**config.mk**
```make
export PLATFORM = sky130hd
export DESIGN_NAME = rfa_ctrl
export DESIGN_NICKNAME = d
export VERILOG_FILES = /design/src/design/rfa_pkg.sv /design/src/design/rfa_ctrl.sv
export SDC_FILE = /design/constraint.sdc
export NUM_CORES = 1
export LEC_CHECK = 0
export BUFFER_PORTS_ARGS = -buffer_cell sky130_fd_sc_hd__buf_4
export CORE_ASPECT_RATIO = 0.7
export CORE_MARGIN = 3
export CORE_UTILIZATION = 30
export DETAILED_ROUTE_END_ITERATION = 8
export HOLD_SLACK_MARGIN = 0.06
export PLACE_DENSITY = 0.57
export SKIP_CTS_REPAIR_TIMING = 1
export SLEW_MARGIN = 20
export SYNTH_ARGS = -nofsm -noshare
export SYNTH_HDL_FRONTEND = slang
export SYNTH_SLANG_ARGS = --single-unit
```
**constraint.sdc**
```tcl
create_clock -name i_clk -period 4.7 [get_ports i_clk]
set_input_delay 1.41 -clock i_clk [delete_from_list [all_inputs] [get_ports i_clk]]
set_output_delay 1.41 -clock i_clk [all_outputs]
set_load 0.005 [all_outputs]
```
**src/design/rfa_pkg.sv**
```systemverilog
// Package for the rational fraction ALU: payload word types, operation codes and widths.
// Used by every module of the block; it depends on nothing else.
package rfa_pkg;

    localparam int unsigned DefOperandWidth = 16;
    localparam int unsigned FieldWidth      = 16;
    localparam int unsigned ResWidth        = 48;
    localparam int unsigned DenWidth        = 47;

    // Operation codes.
    localparam logic [1:0] OP_MUL = 2'd0;
    localparam logic [1:0] OP_DIV = 2'd1;
    localparam logic [1:0] OP_ADD = 2'd2;
    localparam logic [1:0] OP_SUB = 2'd3;

    // One input word.
    typedef struct packed {
        logic [1:0]               req_type;
        logic signed [FieldWidth-1:0] a_num;
        logic signed [FieldWidth-1:0] a_den;
        logic signed [FieldWidth-1:0] b_num;
        logic signed [FieldWidth-1:0] b_den;
    } t_in_word;

    // One result word.
    typedef struct packed {
        logic signed [ResWidth-1:0] raw_num;
        logic signed [ResWidth-1:0] raw_den;
        logic signed [ResWidth-1:0] red_num;
        logic [DenWidth-1:0]        red_den;
        logic                       error;
    } t_out_word;

    // Commands from the controller to the datapath.
    typedef struct packed {
        logic load;      // capture input word, check denominators
        logic mul;       // one product step (step code selects operands)
        logic [2:0] mstep;
        logic gcd_init;  // start a GCD of the x and y registers
        logic gcd_step;  // one subtract/shift GCD step
        logic div_init;  // start a restoring division
        logic div_step;  // one quotient bit
        logic [2:0] sel; // which values to route into gcd/div units
    } t_cmd;

    // Status from the datapath to the controller.
    typedef struct packed {
        logic in_err;   // input denominator zero
        logic raw_err;  // raw denominator zero
        logic num_zero; // raw numerator zero
        logic is_addsub;
        logic gcd_done;
        logic div_done;
    } t_status;

    // Routing codes for sel.
    localparam logic [2:0] SEL_GCD_DEN  = 3'd0; // gcd(|ad|,|bd|)
    localparam logic [2:0] SEL_LCM_Q    = 3'd1; // |ad| / g
    localparam logic [2:0] SEL_TA_Q     = 3'd2; // L / |ad|
    localparam logic [2:0] SEL_TB_Q     = 3'd3; // L / |bd|
    localparam logic [2:0] SEL_GCD_RES  = 3'd4; // gcd(|n|,|d|)
    localparam logic [2:0] SEL_RN_Q     = 3'd5; // |n| / g
    localparam logic [2:0] SEL_RD_Q     = 3'd6; // |d| / g

    // Multiply step codes.
    localparam logic [2:0] MS_RAW_N = 3'd0; // raw numerator product
    localparam logic [2:0] MS_RAW_D = 3'd1; // raw denominator product
    localparam logic [2:0] MS_LCM   = 3'd2; // L = (|ad|/g)*|bd|
    localparam logic [2:0] MS_TA    = 3'd3; // ta = q*ua
    localparam logic [2:0] MS_TB    = 3'd4; // tb = q*ub, then combine

endpackage

```
**src/design/rfa_ctrl.sv**
```systemverilog
// Controller of the rational fraction ALU: sequences multiply, GCD and divide steps
// and owns the input and output handshakes. Depends on rfa_pkg.
module rfa_ctrl
    import rfa_pkg::*;
(
    input  logic    i_clk,
    input  logic    i_rst_n,
    input  logic    i_valid,
    output logic    o_stall,
    output logic    o_valid,
    input  logic    i_stall,
    input  t_status i_status,
    output t_cmd    o_cmd,
    output logic    o_capture
);
    typedef enum logic [12:0] {
        S_IDLE  = 13'b0000000000001,
        S_RAWN  = 13'b0000000000010,
        S_RAWD  = 13'b0000000000100,
        S_GD    = 13'b0000000001000,
        S_DIV   = 13'b0000000010000,
        S_MUL   = 13'b0000000100000,
        S_CHK   = 13'b0000001000000,
        S_GR    = 13'b0000010000000,
        S_DONE  = 13'b0000100000000,
        S_RN    = 13'b0001000000000,
        S_RD    = 13'b0010000000000,
        S_GI    = 13'b0100000000000,
        S_DI    = 13'b1000000000000
    } t_state;

    t_state     r_state, n_state;
    logic [2:0] r_sel, n_sel;    // current routing / phase
    logic       r_ovalid, n_ovalid;

    // Next state and command decode.
    always_comb begin
        n_state = r_state; n_sel = r_sel; n_ovalid = r_ovalid;
        o_cmd = '0; o_cmd.sel = r_sel; o_capture = 1'b0;
        if (r_ovalid && !i_stall) n_ovalid = 1'b0;
        case (r_state)
            S_IDLE: if (i_valid) begin
                o_cmd.load = 1'b1; n_state = S_RAWN;
            end
            S_RAWN: begin
                if (i_status.in_err) n_state = S_DONE;
                else if (i_status.is_addsub) begin
                    n_sel = SEL_GCD_DEN; n_state = S_GI;
                end else begin
                    o_cmd.mul = 1'b1; o_cmd.mstep = MS_RAW_N; n_state = S_RAWD;
                end
            end
            S_RAWD: begin
                o_cmd.mul = 1'b1; o_cmd.mstep = MS_RAW_D; n_state = S_CHK;
            end
            S_GI: begin
                o_cmd.gcd_init = 1'b1; n_state = S_GD;
            end
            S_GD: begin
                o_cmd.gcd_step = 1'b1;
                if (i_status.gcd_done)
                    n_state = (r_sel == SEL_GCD_DEN) ? S_DI : S_RN;
                if (i_status.gcd_done) n_sel = (r_sel == SEL_GCD_DEN) ? SEL_LCM_Q : SEL_RN_Q;
            end
            S_DI: begin
                o_cmd.div_init = 1'b1; n_state = S_DIV;
            end
            S_DIV: begin
                o_cmd.div_step = 1'b1;
                if (i_status.div_done) begin
                    o_cmd.div_step = 1'b0;
                    case (r_sel)
                        SEL_LCM_Q, SEL_TA_Q, SEL_TB_Q: n_state = S_MUL;
                        SEL_RN_Q: begin n_sel = SEL_RD_Q; n_state = S_RD; end
                        default:  n_state = S_DONE;
                    endcase
                end
            end
            S_MUL: begin
                o_cmd.mul = 1'b1;
                case (r_sel)
                    SEL_LCM_Q: begin o_cmd.mstep = MS_LCM; n_sel = SEL_TA_Q; n_state = S_DI; end
                    SEL_TA_Q:  begin o_cmd.mstep = MS_TA;  n_sel = SEL_TB_Q; n_state = S_DI; end
                    default:   begin o_cmd.mstep = MS_TB;  n_state = S_CHK; end
                endcase
            end
            S_CHK: begin
                if (i_status.raw_err || i_status.num_zero) n_state = S_DONE;
                else begin n_sel = SEL_GCD_RES; n_state = S_GR; end
            end
            S_GR: begin
                o_cmd.gcd_init = 1'b1; n_state = S_GD;
            end
            S_RN: begin
                o_cmd.div_init = 1'b1; n_state = S_DIV;
            end
            S_RD: begin
                // Latch |n|/g, then divide |d| by g.
                o_cmd.div_init = 1'b1; n_state = S_DIV;
            end
            S_DONE: if (!n_ovalid) begin
                n_ovalid = 1'b1; o_capture = 1'b1; n_state = S_IDLE;
            end
            default: n_state = S_IDLE;
        endcase
    end

    always_ff @(posedge i_clk) begin
        if (!i_rst_n) begin
            r_state <= S_IDLE; r_sel <= SEL_GCD_DEN; r_ovalid <= 1'b0;
        end else begin
            r_state <= n_state; r_sel <= n_sel; r_ovalid <= n_ovalid;
        end
    end

    assign o_stall = (r_state != S_IDLE);
    assign o_valid = r_ovalid;
endmodule

```
== After elaboration in Yosys (flattened, before gate mapping) ==
Index checks and enable logic that the tools add are counted.

* Register bits: 17
* Bits of input ports: 10
* Output and inout port bits: 15
* Word-level logic and storage cells: 76

* Eq/ne operators: 27
* Multiplexer cells: 35
* Reduce and logical (&&, ||, !) cells: 11

{| class="wikitable"
|+ Operators by type and width
! cell !! count
|-
| 13-bit case mux with 10 select lines || 1
|-
| 13-bit two-way mux || 7
|-
| 11-bit case mux with 2 select lines || 1
|-
| 3-bit two-way mux || 7
|-
| 2-bit != test, second input constant || 8
|-
| 3-bit case mux with 5 select lines || 1
|-
| 13-bit by 1-bit equality test with 1-bit output, second input constant || 1
|-
| 13-bit by 10-bit equality test with 1-bit output, second input constant || 1
|-
| 13-bit by 11-bit equality test with 1-bit output, second input constant || 1
|-
| 13-bit by 12-bit equality test with 1-bit output, second input constant || 1
|-
| 13-bit equality test, second input constant || 1
|-
| 13-bit by 2-bit equality test with 1-bit output, second input constant || 1
|-
| 13-bit by 3-bit equality test with 1-bit output, second input constant || 1
|-
| 13-bit by 4-bit equality test with 1-bit output, second input constant || 1
|-
| 13-bit by 5-bit equality test with 1-bit output, second input constant || 1
|-
| 13-bit by 6-bit equality test with 1-bit output, second input constant || 1
|-
| 13-bit by 7-bit equality test with 1-bit output, second input constant || 1
|-
| 13-bit by 8-bit equality test with 1-bit output, second input constant || 1
|-
| 13-bit by 9-bit equality test with 1-bit output, second input constant || 1
|-
| 13-bit by 1-bit != test with 1-bit output, second input constant || 1
|-
| 12-bit two-way mux || 1
|-
| 3-bit case mux with 2 select lines || 2
|-
| 4-bit case mux with 3 select lines || 1
|-
| 1-bit two-way mux || 11
|-
| other kinds (15) || 19
|}

== Longest topological paths before layout ==
Gate-level depths: netlist (run 1).

* Word-level depth: 5
* Gate-level depth with buffers: 7
* Gate-level depth less buffers: 5

== Worst setup path before layout (run 1) ==
No wires, ideal clock.

* Path type: in2out
* From: input i_status[0] (netlist name)
* To: output o_cmd[3] (netlist name)
* Arrival time: 1.879 ns
* Required time: 3.290 ns
* Setup slack: 1.411 ns
* Cell stages on the path: 2
* Buffers on the path: 0
* Cells stage by stage: nor4_1 -> and2_1

{| class="wikitable"
|+ RTL lines
! what !! line !! text
|-
| start: declaration || rfa_ctrl.sv:12 || <nowiki>input t_status i_status,</nowiki>
|-
| end: declaration || rfa_ctrl.sv:13 || <nowiki>output t_cmd o_cmd,</nowiki>
|}

==> results of run 1 <==
power by group:
part | internal (mW) | total [mW] | leakage [nW] | switching (mW)
clock network | 0.0589 | 0.112 | 0.0255 | 0.0527
registers | 0.147 | 0.152 | 0.137 | 0.00576
logic | 0.0216 | 0.0490 | 0.376 | 0.0275
layer usage:
layer / track usage (%) / vias to the layer above / wire, um
li1: - / 616 / -
met1: 23.02 / 570 / 1573
met2: 20.42 / 61 / 1440
met3: 5.810 / 10 / 392
met4: 3.855 / 0 / 61
met5: 0 / - / 0
critical path: stages, from the launching register on:
cell and delay [ps]:
dfxtp_1 410, or4_4 600, or3_1 380, nor2_1 200, nand3_1 190, o311ai_2 250
buf_4 150
path summary, 6_finish.rpt:
check / startpoint / endpoint / slack, ps / cells past startpoint
setup / recovery: r_state[4]$_SDFFE_PN0P_ / o_cmd[10] / 850 / 6
hold / removal: o_valid$_SDFF_PN0_ / o_valid$_SDFF_PN0_ / 530 / 2
setup reg to reg: r_state[0]$_SDFFE_PN1P_ / r_sel[0]$_SDFFE_PN0P_ / 2180 / 5
hold reg to reg: o_valid$_SDFF_PN0_ / o_valid$_SDFF_PN0_ / 530 / 2
cell usage in the layout, fill, tap and decap left out, types with 2 or more instances in the layout:
cell | netlist | final
nand4_1 | 3 | 3
dfxtp_1 | 17 | 17
or4_4 | 2 | 2
nand4b_1 | 2 | 2
a31oi_1 | 3 | 3
o2111ai_1 | 2 | 2
nor2_1 | 16 | 16
and2_1 | 2 | 2
nor2b_1 | 2 | 2
nor3_1 | 14 | 14
xnor2_1 | 3 | 3
or3_1 | 2 | 2
nor4_2 | 2 | 2
or2_2 | 2 | 2
nor4_1 | 7 | 7
nand2_1 | 5 | 5
a21oi_1 | 6 | 6
o22ai_1 | 2 | 2
xor2_1 | 3 | 3
nand3_1 | 4 | 4
o21ai_0 | 8 | 8
o21a_1 | 2 | 2
nor4b_1 | 3 | 3
inv_1 | 8 | 8
buf_4 | 1 | 25
clkbuf_8 | 0 | 3
layout make-up:
class	count	area (um^2)
timing repair buffer	25	187.7
sequential	17	340.3
fill	385	2241
clock buffer	3	41.29
multi-input combinational	117	763.2
inverter	8	30.03
tap	50	62.56
clock inverter	1	5.005
flip-flops by register name, summed over array words and instances (netlist names):
register	cells
r_state	13
r_sel	3
o_valid	1
kinds of logic after synthesis:
logic type             after synthesis  synth area share (%)
flip-flops                          17                 28.54
AO/OA/AOI/OAI                       36                 21.20
AND/OR/NAND/NOR                     74                 37.57
buffers and inverters               18                 7.451
multiplexers                         1                0.8395
XOR/XNOR                             6                 4.408
per-stage QoR:
step / setup WS [ps] / std cells / utilization (%)
6_report: 851.0 / 221 / 38.96
5_1_grt: 718.5 / 221 / 38.96
4_1_cts: 869.9 / 221 / 38.96
3_5_place_dp: 1084 / 217 / 37.70
3_3_place_gp: 1097 / 217 / 37.70
2_1_floorplan: 1411 / 152 / -
==> impl_metrics.csv, run 1 <==
group,metric,value,unit
run_status,status,"finished clean",
yosys,synth.area.top_cells,"dfxtp_1 (29%), nor3_1 (5.9%), nor2_1 (5.0%), nor4_1 (3.7%), o21ai_0 (3.4%)",
clock_tree,root_buffer,"clkbuf_8",
worst_setup_path,worst_setup_path_end_kind,"output pin",
yosys,ys_async_sr_fraction,0,%
timing,setup_violations,0,
timing,rsz0062_at_grt,"no",
yosys,netlist.area_leader.share,28.54,%
detailed_routing,vias,1257,
timing,worstMarginPinSlew,821.7,ps
timing,clock-skew-final,3.291,ps
timing,hold_slack,528.3,ps
finish,area_growth,19.94,%
detailed_routing,drtIter0Drc,97,
global_route,grtUsageTotal,15.42,%
timing,relSlewSlack,44.71,%
place,post_dp_cell_area,1384,um^2
worst_setup_path,critPathArrivalTime,2440,ps
yosys,yosysMostFrequentCell,"dfxtp_1",
die,core_area,3671,um^2
yosys,ys_seq_elements,17,
clock_tree,h-tree-depth,1,
detailed_routing,wl_per_cell,15.69,um
yosys,synth.cell_area,1192,um^2
detailed_routing,drt_wl_total,3468,um
place,numPortBuffers,24,
global_route,grt_first_pass_wirelength,5561,um
yosys,synth_warnings,0,
finish,design_area,1430,um^2
yosys,ys.flop_type,"dfxtp_1",
worst_setup_path,cp_max_fo,10,
worst_setup_path,worstSetupStartpointType,"flop",
yosys,post_synth_num_cell_types,50,
timing,min_period_over_period,81.89,%
detailed_routing,dr.pass1.iters,5,
die,start_util,32.48,%
finish,drive_gt1_share,22.81,%
timing,period_minus_slack,3849,ps
detailed_routing,vias_per_cell,5.688,
min_path,hold_path.class,"reg2reg",
yosys,yosys.area.top_type,"dfxtp_1",
place,place_hpwl,2785,um
worst_setup_path,crit_type,"reg2out",
die,die_w,81.35,um
yosys,netlist_instances,152,
global_route,grt_max_degree,12,
yosys,ys_top_cells_by_count,"dfxtp_1 (17), nor2_1 (16), nor3_1 (14)",
detailed_routing,ant_nets,0,
die,num_rows,18,
power_and_ir_drop,ir_drop,103.0,uV
power_and_ir_drop,power.density,218.9,nW/um^2
clock_tree,cts_buffers,3,
clock_tree,cts_tree,"yes",
power_and_ir_drop,leakage,0.5386,nW
clock_tree,cts_buffer_depth,2,
detailed_routing,drc,0,
global_route,grt_pass1_vias,1131,
finish,diodes,0,
yosys,yosysSeqAreaShare,28.54,%
yosys,synth.avg_cell_area,7.845,um^2
run,drv_cap,0,
finish,fin_nets,182,
clock_tree,path_clk_slew,70,ps
global_route,globalRoute.totalOverflow,0,
place,gp_congestion,0.8698,
yosys,synth_edf_count,0,
global_route,antenna_found_initial,0,
clock_tree,clock-sinks,17,
timing,slew_violations,0,
die,die_area,4779,um^2
timing,max_clock_freq,259.8,MHz
clock_tree,insertion_delay,260,ps
die,io_pins,25,
timing,tns,0,ps
timing,hold_violations,0,
die,die_y,58.75,um
worst_setup_path,crit_required,3290,ps
yosys,synth_nets,162,
power_and_ir_drop,power,0.3131,mW
(Power assumes the default switching activity.)
==> inputs of run 2 (changes only) <==
Clock period 4.7 ns to 3.57 ns, I/O delays scaled along.
==> impl_metrics.csv, run 2 (synthesis gave the netlist of run 1 again) <==
group,metric,value,unit
run_status,status,"finished clean",
detailed_routing,met3_length,261,um
global_route,globalRoute.totalOverflow,0,
timing,slew_violations,0,
place,pre_cts_ws,402.5,ps
power_and_ir_drop,leakage,0.5409,nW
detailed_routing,vias_per_cell,5.635,
worst_setup_path,critPathArrivalTime,2380,ps
global_route,antenna_found_initial,0,
timing,period_minus_slack,3454,ps
detailed_routing,drc,0,
die,die_y,58.75,um
worst_setup_path,worst_setup_path_end_kind,"output pin",
detailed_routing,highest_layer,"met4",
clock_tree,cts_tree,"yes",
timing,setup_ws,115.5,ps
clock_tree,insertion_delay,250,ps
timing,max_clock_freq,289.5,MHz
timing,min_period_over_period,96.76,%
clock_tree,cts_buffer_depth,2,
min_path,hold_depth,2,
clock_tree,cts_buffers,3,
global_route,grt_first_pass_wirelength,5292,um
timing,setup_violations,0,
finish,layout_common_cells,"buf_4 (26), dfxtp_1 (17), nor2_1 (15), nor3_1 (14)",
finish,diodes,0,
worst_setup_path,r2r_start,"r_state[4]$_SDFFE_PN0P_",
timing,relSlewSlack,58.19,%
finish,fin_nets,183,
die,io_pins,25,
power_and_ir_drop,power.density,286.8,nW/um^2
global_route,grt_pass1_vias,1065,
worst_setup_path,critPathLaunch,"r_state[4]$_SDFFE_PN0P_",
die,num_rows,18,
timing,clock-skew-final,5.889,ps
finish,layout_commonest_cell,"buf_4",
finish,fin_util,39.20,%
run,drv_cap,0,
global_route,grtUsageTotal,14.56,%
clock_tree,clock-sinks,17,
timing,tns,0,ps
detailed_routing,drtIter0Drc,61,
worst_setup_path,r2r_slack,1380,ps
finish,area_growth,20.67,%
worst_setup_path,ff2ff_path_depth,5,
place,place_hpwl,2655,um
timing,worstMarginPinSlew,618.5,ps
power_and_ir_drop,ir_drop,128.9,uV
power_and_ir_drop,power,0.4127,mW
worst_setup_path,reg2reg_to,"r_state[8]$_SDFFE_PN0P_",
clock_tree,h-tree-depth,1,
global_route,grt_max_degree,12,
worst_setup_path,crit_end,"o_cmd[10]",
detailed_routing,vias,1251,
detailed_routing,wl_met2,1431,um
worst_setup_path,crit_required,2500,ps
detailed_routing,wl_per_cell,15.07,um
worst_setup_path,crit_type,"reg2out",
clock_tree,root_buffer,"clkbuf_8",
place,numPortBuffers,24,
timing,hold_violations,0,
die,die_area,4779,um^2
detailed_routing,drt-met1-wl,1646,um
detailed_routing,drt_wl_total,3345,um
clock_tree,path_clk_slew,70,ps
min_path,hold_path.class,"reg2reg",
finish,drive_gt1_share,23.26,%
place,gp_congestion,0.9407,
timing,hold_slack,500.2,ps
die,core_area,3671,um^2
die,start_util,32.48,%
die,die_w,81.35,um
detailed_routing,ant_nets,0,
detailed_routing,dr.pass1.iters,4,
finish,largest_reg_flops,13,
worst_setup_path,worstSetupStartpointType,"flop",
finish,top_register,"r_state",
worst_setup_path,cp_max_fo,10,
==> run 2: cell types whose count changed in the layout (fill, tap and decap cells not counted) <==
cell	previous run	this run
nor2_1	16	15
clkinv_2	1	0
nor2_2	0	1
buf_4	25	26
clkbuf_1	0	1
==> run 2: worst max-delay path, cell delays in order (launching register included) <==
cell and delay (ps):
dfxtp_1 410, or4_4 590, or3_1 410, nor2_2 150, nand3_1 160, o311ai_2 250
buf_4 150
==> run 2: layout make-up <==
type	instances	area [um^2]
Clock buffer	4	45.04
Fill cell	408	2232
Inverter	8	30.03
Multi-Input combinational cell	117	765.7
Sequential cell	17	340.3
Tap cell	50	62.56
Timing Repair Buffer	26	195.2
==> run 2: metal layers <==
layer,GRT usage [%],vias to the layer above
met3,4.128,2
met5,0,-
met1,23.27,591
li1,-,614
met4,1.446,0
met2,19.49,44
==> run 2: how the worst min path moves through the flow <==
stage	endpoint	startpoint
finish	o_valid$_SDFF_PN0_	o_valid$_SDFF_PN0_
global route	o_valid$_SDFF_PN0_	o_valid$_SDFF_PN0_
CTS	o_valid$_SDFF_PN0_	o_valid$_SDFF_PN0_
detailed placement	o_valid$_SDFF_PN0_	o_valid$_SDFF_PN0_
global placement	o_valid$_SDFF_PN0_	o_valid$_SDFF_PN0_
floorplan	o_valid$_SDFF_PN0_	o_valid$_SDFF_PN0_
==> run 2: metrics by stage <==
step | cells | instance area (um^2)
2_1_floorplan | 152 | 1192
3_3_place_gp | 218 | 1391
3_5_place_dp | 218 | 1391
4_1_cts | 222 | 1436
5_1_grt | 222 | 1439
6_report | 222 | 1439
==> run 2: power breakdown <==
part	total [mW]	leakage, nW	switching [mW]	internal (mW)
logic	0.0661	0.381	0.0358	0.0303
clock network	0.146	0.0228	0.0667	0.0793
registers	0.201	0.137	0.00757	0.193
total	0.413	0.541	0.110	0.303
